[src/hw/rtl/etfp_pkg.sv]
// Package for the telemetry frame parser: frame geometry, register indexes,
// status codes and the verdict word passed from the front end to the back end.
// No dependencies.
package etfp_pkg;

   localparam int FRAME_LENGTH = 32;
   localparam int POS_W        = $clog2(FRAME_LENGTH);
   localparam int HELD_FIRST   = 9;
   localparam int HELD_COUNT   = 15;
   localparam int TELE_W       = 8 * HELD_COUNT;
   localparam int TAG_FIRST    = 1;
   localparam int TAG_BYTES    = 4;
   localparam int RSP_DATA_W   = 112;
   localparam int QUEUE_DEPTH  = 2;

   localparam logic [7:0]  SYNC_RESET    = 8'hFE;
   localparam logic [31:0] TAG_RESET     = 32'h3003_0001;
   localparam logic [15:0] CRC_START     = 16'hFFFF;
   localparam logic [15:0] CRC_POLY_REFL = 16'hA001;

   localparam int CSR_INDEX_W = 1;
   localparam int CSR_DATA_W  = 32;
   localparam logic [CSR_INDEX_W-1:0] CSR_SYNC_BYTE = 1'd0;
   localparam logic [CSR_INDEX_W-1:0] CSR_FRAME_TAG = 1'd1;

   typedef enum logic [1:0] {
      STATUS_VALID   = 2'd0,
      STATUS_TAG_BAD = 2'd1,
      STATUS_CRC_BAD = 2'd2
   } status_type;

   // One finished frame: its status and its telemetry bytes 9..23, byte 9 lowest.
   typedef struct packed {
      status_type        status;
      logic [TELE_W-1:0] tele;
   } verdict_type;

endpackage

[src/hw/rtl/etfp_front.sv]
// Front end of the telemetry frame parser: sync hunt, byte counting, CRC and
// capture of the tag, telemetry and checksum bytes. Depends on etfp_pkg.
module etfp_front (
   input  logic                 clock,
   input  logic                 reset,
   input  logic                 rx_valid,
   input  logic [7:0]           rx_byte,
   output logic                 rx_ready,
   input  logic [7:0]           sync_byte,
   input  logic [31:0]          frame_tag,
   input  logic                 q_full,
   output logic                 push,
   output etfp_pkg::verdict_type verdict
);
   import etfp_pkg::*;

   localparam logic [POS_W-1:0] POS_LAST    = POS_W'(FRAME_LENGTH - 1);
   localparam logic [POS_W-1:0] POS_SUM_LO  = POS_W'(FRAME_LENGTH - 2);
   localparam logic [POS_W-1:0] POS_FIRST   = POS_W'(1);

   logic              in_frame_ff;
   logic [POS_W-1:0]  pos_ff;
   logic [15:0]       crc_ff;
   logic [15:0]       crc_in;
   logic [31:0]       tag_ff;
   logic [7:0]        sum_lo_ff;
   logic [TELE_W-1:0] tele_ff;
   logic              last;
   logic              accept;
   logic [15:0]       sum;

   // Byte-wise reflected CRC-16 update, eight bit steps.
   function automatic logic [15:0] crc_add(input logic [15:0] crc, input logic [7:0] b);
      logic [15:0] c;
      c = crc ^ {8'd0, b};
      for (int i = 0; i < 8; i++) begin
         c = c[0] ? ((c >> 1) ^ CRC_POLY_REFL) : (c >> 1);
      end
      return c;
   endfunction

   assign last     = in_frame_ff && (pos_ff == POS_LAST);
   assign rx_ready = !(last && q_full);
   assign accept   = rx_valid && rx_ready;
   assign crc_in   = crc_add(in_frame_ff ? crc_ff : CRC_START, rx_byte);
   assign push     = accept && last;
   assign sum      = {rx_byte, sum_lo_ff};

   always_comb begin
      verdict.tele = tele_ff;
      if (tag_ff != frame_tag) begin
         verdict.status = STATUS_TAG_BAD;
      end else if (sum != crc_ff) begin
         verdict.status = STATUS_CRC_BAD;
      end else begin
         verdict.status = STATUS_VALID;
      end
   end

   always_ff @(posedge clock) begin
      if (reset) begin
         in_frame_ff <= 1'b0;
         pos_ff      <= '0;
         crc_ff      <= CRC_START;
      end else if (accept) begin
         if (!in_frame_ff) begin
            if (rx_byte == sync_byte) begin
               in_frame_ff <= 1'b1;
               pos_ff      <= POS_FIRST;
               crc_ff      <= crc_in;
            end
         end else if (last) begin
            in_frame_ff <= 1'b0;
            pos_ff      <= '0;
            crc_ff      <= CRC_START;
         end else begin
            pos_ff <= pos_ff + POS_FIRST;
            if (pos_ff < POS_SUM_LO) begin
               crc_ff <= crc_in;
            end
         end
      end
   end

   // Capture lanes; each byte lane owns one frame position.
   always_ff @(posedge clock) begin
      if (accept && in_frame_ff) begin
         for (int i = 0; i < TAG_BYTES; i++) begin
            if (pos_ff == POS_W'(TAG_FIRST + i)) begin
               tag_ff[8*i +: 8] <= rx_byte;
            end
         end
         for (int i = 0; i < HELD_COUNT; i++) begin
            if (pos_ff == POS_W'(HELD_FIRST + i)) begin
               tele_ff[8*i +: 8] <= rx_byte;
            end
         end
         if (pos_ff == POS_SUM_LO) begin
            sum_lo_ff <= rx_byte;
         end
      end
   end

endmodule

[src/hw/rtl/etfp_queue.sv]
// Short verdict queue between the front and back ends of the frame parser.
// Depends on etfp_pkg.
module etfp_queue (
   input  logic                  clock,
   input  logic                  reset,
   input  logic                  push,
   input  etfp_pkg::verdict_type push_data,
   output logic                  full,
   output logic                  pop_valid,
   input  logic                  pop,
   output etfp_pkg::verdict_type pop_data
);
   import etfp_pkg::*;

   localparam int PTR_W = $clog2(QUEUE_DEPTH);
   localparam int CNT_W = $clog2(QUEUE_DEPTH + 1);

   verdict_type      entry_ff [QUEUE_DEPTH];
   logic [PTR_W-1:0] wr_ptr_ff;
   logic [PTR_W-1:0] rd_ptr_ff;
   logic [CNT_W-1:0] count_ff;
   logic             do_push;
   logic             do_pop;

   assign full      = (count_ff == CNT_W'(QUEUE_DEPTH));
   assign pop_valid = (count_ff != '0);
   assign pop_data  = entry_ff[rd_ptr_ff];
   assign do_push   = push && !full;
   assign do_pop    = pop && pop_valid;

   function automatic logic [PTR_W-1:0] bump(input logic [PTR_W-1:0] p);
      return (p == PTR_W'(QUEUE_DEPTH - 1)) ? '0 : p + PTR_W'(1);
   endfunction

   always_ff @(posedge clock) begin
      if (reset) begin
         wr_ptr_ff <= '0;
         rd_ptr_ff <= '0;
         count_ff  <= '0;
      end else begin
         if (do_push) begin
            wr_ptr_ff <= bump(wr_ptr_ff);
         end
         if (do_pop) begin
            rd_ptr_ff <= bump(rd_ptr_ff);
         end
         if (do_push && !do_pop) begin
            count_ff <= count_ff + CNT_W'(1);
         end else if (do_pop && !do_push) begin
            count_ff <= count_ff - CNT_W'(1);
         end
      end
   end

   always_ff @(posedge clock) begin
      if (do_push) begin
         entry_ff[wr_ptr_ff] <= push_data;
      end
   end

endmodule

[src/hw/rtl/etfp_back.sv]
// Back end of the frame parser: held telemetry and the result register.
// Depends on etfp_pkg.
module etfp_back (
   input  logic                  clock,
   input  logic                  reset,
   input  logic                  q_valid,
   input  etfp_pkg::verdict_type q_data,
   output logic                  q_pop,
   output logic                  rsp_valid,
   input  logic                  rsp_ready,
   output etfp_pkg::status_type  rsp_status,
   output logic [etfp_pkg::TELE_W-1:0] rsp_tele
);
   import etfp_pkg::*;

   logic              rsp_valid_ff;
   status_type        status_ff;
   logic [TELE_W-1:0] out_tele_ff;
   logic [TELE_W-1:0] held_ff;
   logic              load;

   assign load       = q_valid && (!rsp_valid_ff || rsp_ready);
   assign q_pop      = load;
   assign rsp_valid  = rsp_valid_ff;
   assign rsp_status = status_ff;
   assign rsp_tele   = out_tele_ff;

   always_ff @(posedge clock) begin
      if (reset) begin
         rsp_valid_ff <= 1'b0;
         held_ff      <= '0;
      end else begin
         if (load) begin
            rsp_valid_ff <= 1'b1;
         end else if (rsp_ready) begin
            rsp_valid_ff <= 1'b0;
         end
         if (load && q_data.status == STATUS_VALID) begin
            held_ff <= q_data.tele;
         end
      end
   end

   // Bad frames repeat the last good telemetry.
   always_ff @(posedge clock) begin
      if (load) begin
         status_ff   <= q_data.status;
         out_tele_ff <= (q_data.status == STATUS_VALID) ? q_data.tele : held_ff;
      end
   end

endmodule

[src/hw/rtl/esc_telemetry_frame_parser.sv]
// Telemetry frame parser. Takes one received byte per req word, hunts for the
// sync byte, then collects a 32-byte frame (sync byte is byte 0) and checks it:
// bytes 1..4 little-endian against frame_tag, then CRC-16/MODBUS over bytes
// 0..29 against bytes 30..31 little-endian. After byte 31 one rsp word leaves,
// carrying a status (valid, tag mismatch, or CRC mismatch; tag is tested first)
// and the telemetry fields. A valid frame refreshes the held telemetry; a bad
// frame repeats the last valid values (zero after reset). A sync byte inside a
// frame is data: there is no mid-frame resync. The block takes one byte every
// clock; the CRC unit absorbs a whole byte per cycle. The result of a frame
// passes through a two-entry verdict queue and the output register, so req only
// stalls on the last byte of a frame while that queue is full. Registers: index
// 0 sync_byte (reset 0xFE), index 1 frame_tag (reset 0x30030001); write them
// only while the parser is idle.
// Depends on etfp_pkg, etfp_front, etfp_queue and etfp_back.
module esc_telemetry_frame_parser (
   input  logic        clock,
   input  logic        reset,
   // Input byte stream.
   input  logic        req_tvalid,
   output logic        req_tready,
   input  logic [7:0]  req_tdata,   // [7:0] rx_byte
   // Results.
   output logic        rsp_tvalid,
   input  logic        rsp_tready,
   // [7:0] throttle_in, [15:8] throttle_out, [23:16] direction,
   // [39:24] rpm_raw, [55:40] voltage_raw, [71:56] current_raw,
   // [87:72] controller_temp, [103:88] motor_temp, [111:104] bec_current
   output logic [etfp_pkg::RSP_DATA_W-1:0] rsp_tdata,
   output logic [1:0]  rsp_tuser,   // [1:0] status
   // Register writes.
   input  logic        csr_valid,
   output logic        csr_ready,
   input  logic [etfp_pkg::CSR_INDEX_W-1:0] csr_index,
   input  logic [etfp_pkg::CSR_DATA_W-1:0]  csr_data
);
   import etfp_pkg::*;

   logic [7:0]        sync_byte_ff;
   logic [31:0]       frame_tag_ff;
   logic              q_full;
   logic              q_push;
   logic              q_valid;
   logic              q_pop;
   verdict_type       push_verdict;
   verdict_type       pop_verdict;
   status_type        rsp_status;
   logic [TELE_W-1:0] rsp_tele;

   // Registers accept a write every cycle.
   assign csr_ready = 1'b1;

   always_ff @(posedge clock) begin
      if (reset) begin
         sync_byte_ff <= SYNC_RESET;
         frame_tag_ff <= TAG_RESET;
      end else if (csr_valid) begin
         unique case (csr_index)
            CSR_SYNC_BYTE: sync_byte_ff <= csr_data[7:0];
            CSR_FRAME_TAG: frame_tag_ff <= csr_data[31:0];
            default: ;
         endcase
      end
   end

   // Front end: hunt, count, CRC, capture; pushes one verdict per frame.
   etfp_front u_front (
      .clock     (clock),
      .reset     (reset),
      .rx_valid  (req_tvalid),
      .rx_byte   (req_tdata),
      .rx_ready  (req_tready),
      .sync_byte (sync_byte_ff),
      .frame_tag (frame_tag_ff),
      .q_full    (q_full),
      .push      (q_push),
      .verdict   (push_verdict)
   );

   // Decouple the front end from a stalled result side.
   etfp_queue u_queue (
      .clock     (clock),
      .reset     (reset),
      .push      (q_push),
      .push_data (push_verdict),
      .full      (q_full),
      .pop_valid (q_valid),
      .pop       (q_pop),
      .pop_data  (pop_verdict)
   );

   // Back end: hold good telemetry, drive the result register.
   etfp_back u_back (
      .clock      (clock),
      .reset      (reset),
      .q_valid    (q_valid),
      .q_data     (pop_verdict),
      .q_pop      (q_pop),
      .rsp_valid  (rsp_tvalid),
      .rsp_ready  (rsp_tready),
      .rsp_status (rsp_status),
      .rsp_tele   (rsp_tele)
   );

   // Drop frame byte 12 (lane 3); the rest packs straight through.
   assign rsp_tdata = {rsp_tele[TELE_W-1:32], rsp_tele[23:0]};
   assign rsp_tuser = rsp_status;

   // A verdict is only pushed when the queue has room.
   a_no_overflow : assert property (@(posedge clock) disable iff (reset)
      q_push |-> !q_full)
      else $error("verdict pushed into a full queue");

   // A verdict only comes from an accepted byte.
   a_push_on_accept : assert property (@(posedge clock) disable iff (reset)
      q_push |-> (req_tvalid && req_tready))
      else $error("verdict pushed without an accepted byte");

   // Status never carries the unused code.
   a_status_code : assert property (@(posedge clock) disable iff (reset)
      rsp_tvalid |-> (rsp_tuser != 2'd3))
      else $error("result carries an undefined status");

   // A popped verdict always lands in the output register next cycle.
   a_pop_loads : assert property (@(posedge clock) disable iff (reset)
      q_pop |=> rsp_tvalid)
      else $error("popped verdict did not reach the output");

endmodule

[config.mk]
export PLATFORM = sky130hd
export DESIGN_NAME = esc_telemetry_frame_parser
export DESIGN_NICKNAME = d
export VERILOG_FILES = /design/src/hw/rtl/etfp_pkg.sv /design/src/hw/rtl/etfp_front.sv /design/src/hw/rtl/etfp_queue.sv /design/src/hw/rtl/etfp_back.sv /design/src/hw/rtl/esc_telemetry_frame_parser.sv
export SDC_FILE = /design/constraint.sdc
export NUM_CORES = 1
export LEC_CHECK = 0
export BUFFER_PORTS_ARGS = -buffer_cell sky130_fd_sc_hd__buf_4
export CORE_AREA = 5 5 222 224
export DETAILED_ROUTE_END_ITERATION = 8
export DIE_AREA = 0 0 227 229
export GPL_ROUTABILITY_DRIVEN = 0
export GPL_TIMING_DRIVEN = 0
export PLACE_DENSITY = 0.7
export SKIP_CTS_REPAIR_TIMING = 1
export SYNTH_ARGS = -nofsm -noshare
export SYNTH_HDL_FRONTEND = slang
export SYNTH_SLANG_ARGS = --single-unit
export TNS_END_PERCENT = 50
[constraint.sdc]
create_clock -name clock -period 7.9 [get_ports clock]
set_input_delay 0.79 -clock clock [delete_from_list [all_inputs] [get_ports clock]]
set_output_delay 0.79 -clock clock [all_outputs]
set_load 0.005 [all_outputs]
# == Yosys cells after proc, flatten, opt, wreduce, memory -nomap -nowiden ==
# Memories as Yosys holds them, arrays and structs flattened. A register that Yosys moved wholly into a read port is not among the register bits.
# Cells that the tools add are included.
# totals
ff_bits,469
ram_bits,244
inputBits,46
word_cells,153
n_memories,1
# classes
n_addsub,5
n_lt_le_gt_ge,1
eq_ne,26
muxes,32
bitwise_logic,10
reduce_logical,46
# mem_list
name,depth,word_bits,rd,rd_clocked_by_memory_dff,write_ports,line,rtl
u_queue.entry_ff,2,122,1,1,1,etfp_queue.sv:18,verdict_type entry_ff [QUEUE_DEPTH];
# op_table
operator,count
$mux 16,13
$mux 120,1
$eq 5x5->1 const B,10
$reduce_and 2->1,23
$eq 5x4->1 const B,7
$ne 32x32->1,1
$not 2->3,8
$ne 16x16->1,1
$xor 16x8->16,1
$mux 5,3
$logic_and 1x1->1,11
$mux 1,11
$eq 5x2->1 const B,2
$eq 8x8->1,1
$mux 2,4
$reduce_bool 2->1,4
$add 5x1->5 const B,1
$eq 5x1->1 const B,1
$eq 5x3->1 const B,1
$logic_not 1->1,5
$lt 5x5->1 const B,1
$ne 3x3->1 const B,1
$reduce_and 3->1,1
$add 1x1->1 const B,2
6 further kinds,6

# == Depth between registers and ports, before layout ==
# depth
ltp_word,21
depth_mapped,11
depth_no_buf,10

# == By module ==
# Synthesis repeated with hierarchy kept, for this count alone.
# hier_totals
cells_unflattened,1804
hier_area_um2,28625.0
# by_module_without_submodules
module,instances,cells_per_inst,area_per_inst_um2
etfp_back,1,783,10492.6
etfp_queue,1,405,9357.7
etfp_front,1,437,7074.3
esc_telemetry_frame_parser,1,179,1700.4

# == Worst setup path after synthesis ==
# OpenSTA, ideal clock, no wires.
# synth_timing
path_type,reg2reg
from,register u_front.pos_ff[1]
to,memory u_queue.entry_ff[0][0] (netlist name) (enable)
setup_time_ps,602
arrival_time_ps,6787
t_required_ps,7298
setup_slack_ps,511
stages_incl_launch_ff,9
period_less_slack_ps,7389
cell_sequence,dfxtp_1 ha_1 inv_1 nor2_1 ha_1 clkbuf_1 nand2_1 nor3b_1 nor2b_1
# synth_via
elab_chain_len,9
# synth_rtl
element,line,rtl
from (decl),etfp_front.sv:22,logic [POS_W-1:0] pos_ff;
from (signal assigned),etfp_front.sv:77,pos_ff <= pos_ff + POS_FIRST;
$eq 5x5->1 (*),etfp_front.sv:42,assign last = in_frame_ff && (pos_ff == POS_LAST);
$logic_and 1x1->1 (*),etfp_front.sv:42,
$logic_and 1x1->1,etfp_front.sv:43,assign rx_ready = !(last && q_full);
$logic_not 1->1,etfp_front.sv:43,
$logic_and 1x1->1,etfp_front.sv:44,assign accept = rx_valid && rx_ready;
$logic_and 1x1->1 (*),etfp_front.sv:46,assign push = accept && last;
$logic_and 1x1->1 (*),etfp_queue.sv:28,assign do_push = push && !full;
net u_queue.do_push,etfp_queue.sv:22,logic do_push;
$mux 1 (*),etfp_queue.sv:56,if (do_push) begin
$mux 1 (implied by the code) (*),etfp_queue.sv:57,entry_ff[wr_ptr_ff] <= push_data;
to (decl),etfp_queue.sv:18,
# Mark *: on every way through the listed nets, which the timed path passes. The rest lies on a longest branch.

# == Final worst setup path ==
# layout_timing
from,register u_front.pos_ff[1]
to,memory u_queue.entry_ff[1][96] (netlist name) (enable)
# Same word-level chain as after synthesis.

==> results.toml <==
[outcome]
status = "completed"

[finish]
num_antenna_cells = 0
fin_nets = 2003
final_cells = 2616
layout-drive-gt1-share_pct = 17.69
area_growth_pct = 16.59

[global_routing]
grt_pass1_vias = 14120
antenna_found_initial = 1
grt_pass1_wl_um = 81530
grt_usage_pct = 20.34
grt_max_degree = 60
overflow = 0

[synth]
ys_seq_area_share_pct = 73.74
yosysWarnings = 0
syn_nets = 1772
synthCells = 1719
syn_area_um2 = 25000
synth_edf_count = 494
synth_area_leaders = "edfxtp_1 59%, dfxtp_1 14%, mux2i_1 5.0%"
netlist.area_leader.share_pct = 59.33
yosys_most_used_dff = "edfxtp_1"
synthArstFlopShare_pct = 0
synth_seq_cells = 674
yosysTopAreaCell = "edfxtp_1"
syn_avg_cell_area_um2 = 14.54
ys_types = 49

[routing]
firstDrtPassIters = 6
wirelength_um = 53710
routed-via-count = 14410
wire_per_inst_um = 20.53
ant_nets = 0
drc = 0
vias_per_cell = 5.509
dr.first_iter.drc_count = 1447

[timing]
slew-limit-headroom_pct = 23.13
clock_skew_ns = 0.02013
layout_setup_ws_ns = 3.861
period_share_pct = 51.12
fmax_mhz = 247.6
rsz0062_at_grt = "false"
setup_viol = 0
final.min_clock_period_ns = 4.039
worstMarginPinSlew_ns = 1.144
whs_ns = 0.3952
finalHoldViolCount = 0
fin_tns_setup_ns = 0
slew_violations = 0

[placement]
placed_cells = 2502
dp_slack_ns = 3.970
dp_hpwl_um = 34570
portBuffers = 160

[floorplanning]
start_util_pct = 53.03
num_rows = 80
core-area_um2 = 47150
fp.dieH_um = 229
die_area_um2 = 51980
pin_count = 163
die_x_um = 227

[critical_path]
crit_top_cell = "ha_1"
cpMaxStageDelayCell = "and2_4"
startpoint_type = "register"
critPathArrivalTime_ns = 4.32
endpoint_kind = "register"
slowest_delay_ns = 0.85
r2r-start = "u_front.pos_ff[1]$_SDFFE_PP0P_"
cp-startpoint = "u_front.pos_ff[1]$_SDFFE_PP0P_"
path_max_fanout = 59
required_ns = 8.18
crit_type = "register to register"
path_cells = "ha_1, inv_1, nor2_1, ha_1, clkbuf_1, nand2_1, nor3b_1, and2_4, buf_16"

[clock_tree]
numCtsBuffers = 61
cts_buffer_depth = 3
cts_tree = "done"
clock_tree.root_cell = "clkbuf_16"
clkSinkCount = 674
h-tree-depth = 2
clk_latency_ns = 0.61
clk_pin_slew_ns = 0.06

[pwr]
max-vdd-ir-drop_v = 0.0002122
p_leak_nw = 9.720
powerDensity_nw_per_um2 = 314.4
power_w = 0.009164

[min_path]
hp-class = "input port to register"
holdCritStartpoint = "csr_data[29]"

[flow_run]
cap_violations = 0
[registers in the layout, summed over array words and instances (netlist names), 2 cells and up, named ones only]
| name | cells |
|---|---|
| u_front.crc_ff | 16 |
| u_front.sum_lo_ff | 8 |
| u_front.tele_ff | 112 |
| u_queue.count_ff | 2 |
| u_queue.entry_ff | 228 |
| u_back.rsp_status | 2 |
| u_back.rsp_tele | 112 |
| u_back.held_ff | 112 |
| frame_tag_ff | 32 |
| sync_byte_ff | 8 |
| u_front.pos_ff | 5 |
| u_front.tag_ff | 32 |
[cells by family (layout without fill, tap and decap cells)]
kind of cell	count (synthesis)	after routing	synth area share, %
AOI/OAI and AO/OA	289	289	8.057
xor gates and xnor gates	86	86	3.358
adders and majority gates	7	7	0.3503
buffers and inverters	111	393	2.092
DFF	674	674	73.74
muxes	128	128	5.134
other	1	1	0.01500
and+or+nand+nor	423	423	7.251
[cells in the final DEF, fill, tap and decap left out, types with 19 or more instances in the layout]
master,Yosys,routed
xor2_1,19,19
dfxtp_1,180,180
a21oi_1,32,32
o21ai_0,131,131
nor2_1,144,144
nand2_1,198,198
a211oi_2,50,50
clkbuf_1,67,85
edfxtp_1,494,494
buf_4,8,169
mux2i_1,126,126
xnor2_1,60,60
a211oi_1,62,62
clkbuf_16,0,61
[per-stage QoR]
step,cell area [um2],util (%)
2_1_floorplan,25000,-
5_1_grt,29150,61.83
6_report,29150,61.83
4_1_cts,29150,61.83
3_3_place_gp,26970,57.21
3_5_place_dp,27150,57.59
[critical path, delay by kind of cell, from the launching register on]
family,cells,cell delay (ns)
fa+ha+maj,2,0.52
simple gates,4,1.86
flops,1,0.41
buf+inv,3,0.88
[routing by layer]
| layer | vias up | GRT usage (%) | wire length (um) |
|---|---|---|---|
| li1 | 6745 | - | - |
| met1 | 7069 | 27.34 | 22130 |
| met2 | 494 | 34.60 | 26750 |
| met3 | 104 | 3.073 | 3323 |
| met4 | 0 | 6.074 | 1512 |
| met5 | - | 0 | 0 |
[synth_stat cells (all sizes together) (4+ instances only)]
| master | number |
|---|---|
| edfxtp | 494 |
| nand2 | 198 |
| dfxtp | 180 |
| nor2 | 145 |
| o21ai | 133 |
| mux2i | 126 |
| a211oi | 112 |
| clkbuf | 68 |
| xnor2 | 62 |
| buf | 35 |
| a21oi | 32 |
| xor2 | 19 |
| and2 | 12 |
| nand4 | 12 |
| nor4 | 12 |
| nand3 | 9 |
| and3 | 7 |
| ha | 7 |
| inv | 7 |
| nor2b | 7 |
| a22oi | 6 |
| nand2b | 5 |
| nor3 | 5 |
| and4b | 4 |
[path summary, 6_finish.rpt]
| path | end | slack, ns | cells past startpoint |
|---|---|---|---|
| hold / removal | frame_tag_ff[29]$_SDFFE_PP1P_ | 0.40 | 3 |
| setup / recovery | u_queue.entry_ff[1][96]$_DFFE_PP_ | 3.86 | 9 |
| setup reg to reg | u_queue.entry_ff[1][96]$_DFFE_PP_ | 3.86 | 9 |
| hold reg to reg | u_queue.entry_ff[1][117]$_DFFE_PP_ | 0.43 | 0 |
[cell type report]
cell class	instances	area, um2
buffer	103	493.0
clock buffer	92	1773
clock inverter	22	226.5
fill	3499	17990
inverter	8	32.53
multi-input combinational	934	6063
sequential	674	18440
tap	615	769.5
timing repair buffer	168	1355
[report_power, final]
| part | total [W] | internal [W] | switching [W] |
|---|---|---|---|
| clock | 0.00291 | 0.00168 | 0.00123 |
| sequential | 0.00446 | 0.00430 | 0.000154 |
| combinational | 0.00180 | 0.000729 | 0.00107 |
| total | 0.00916 | 0.00671 | 0.00245 |
No activity file was read; power rests on OpenSTA's default activity.
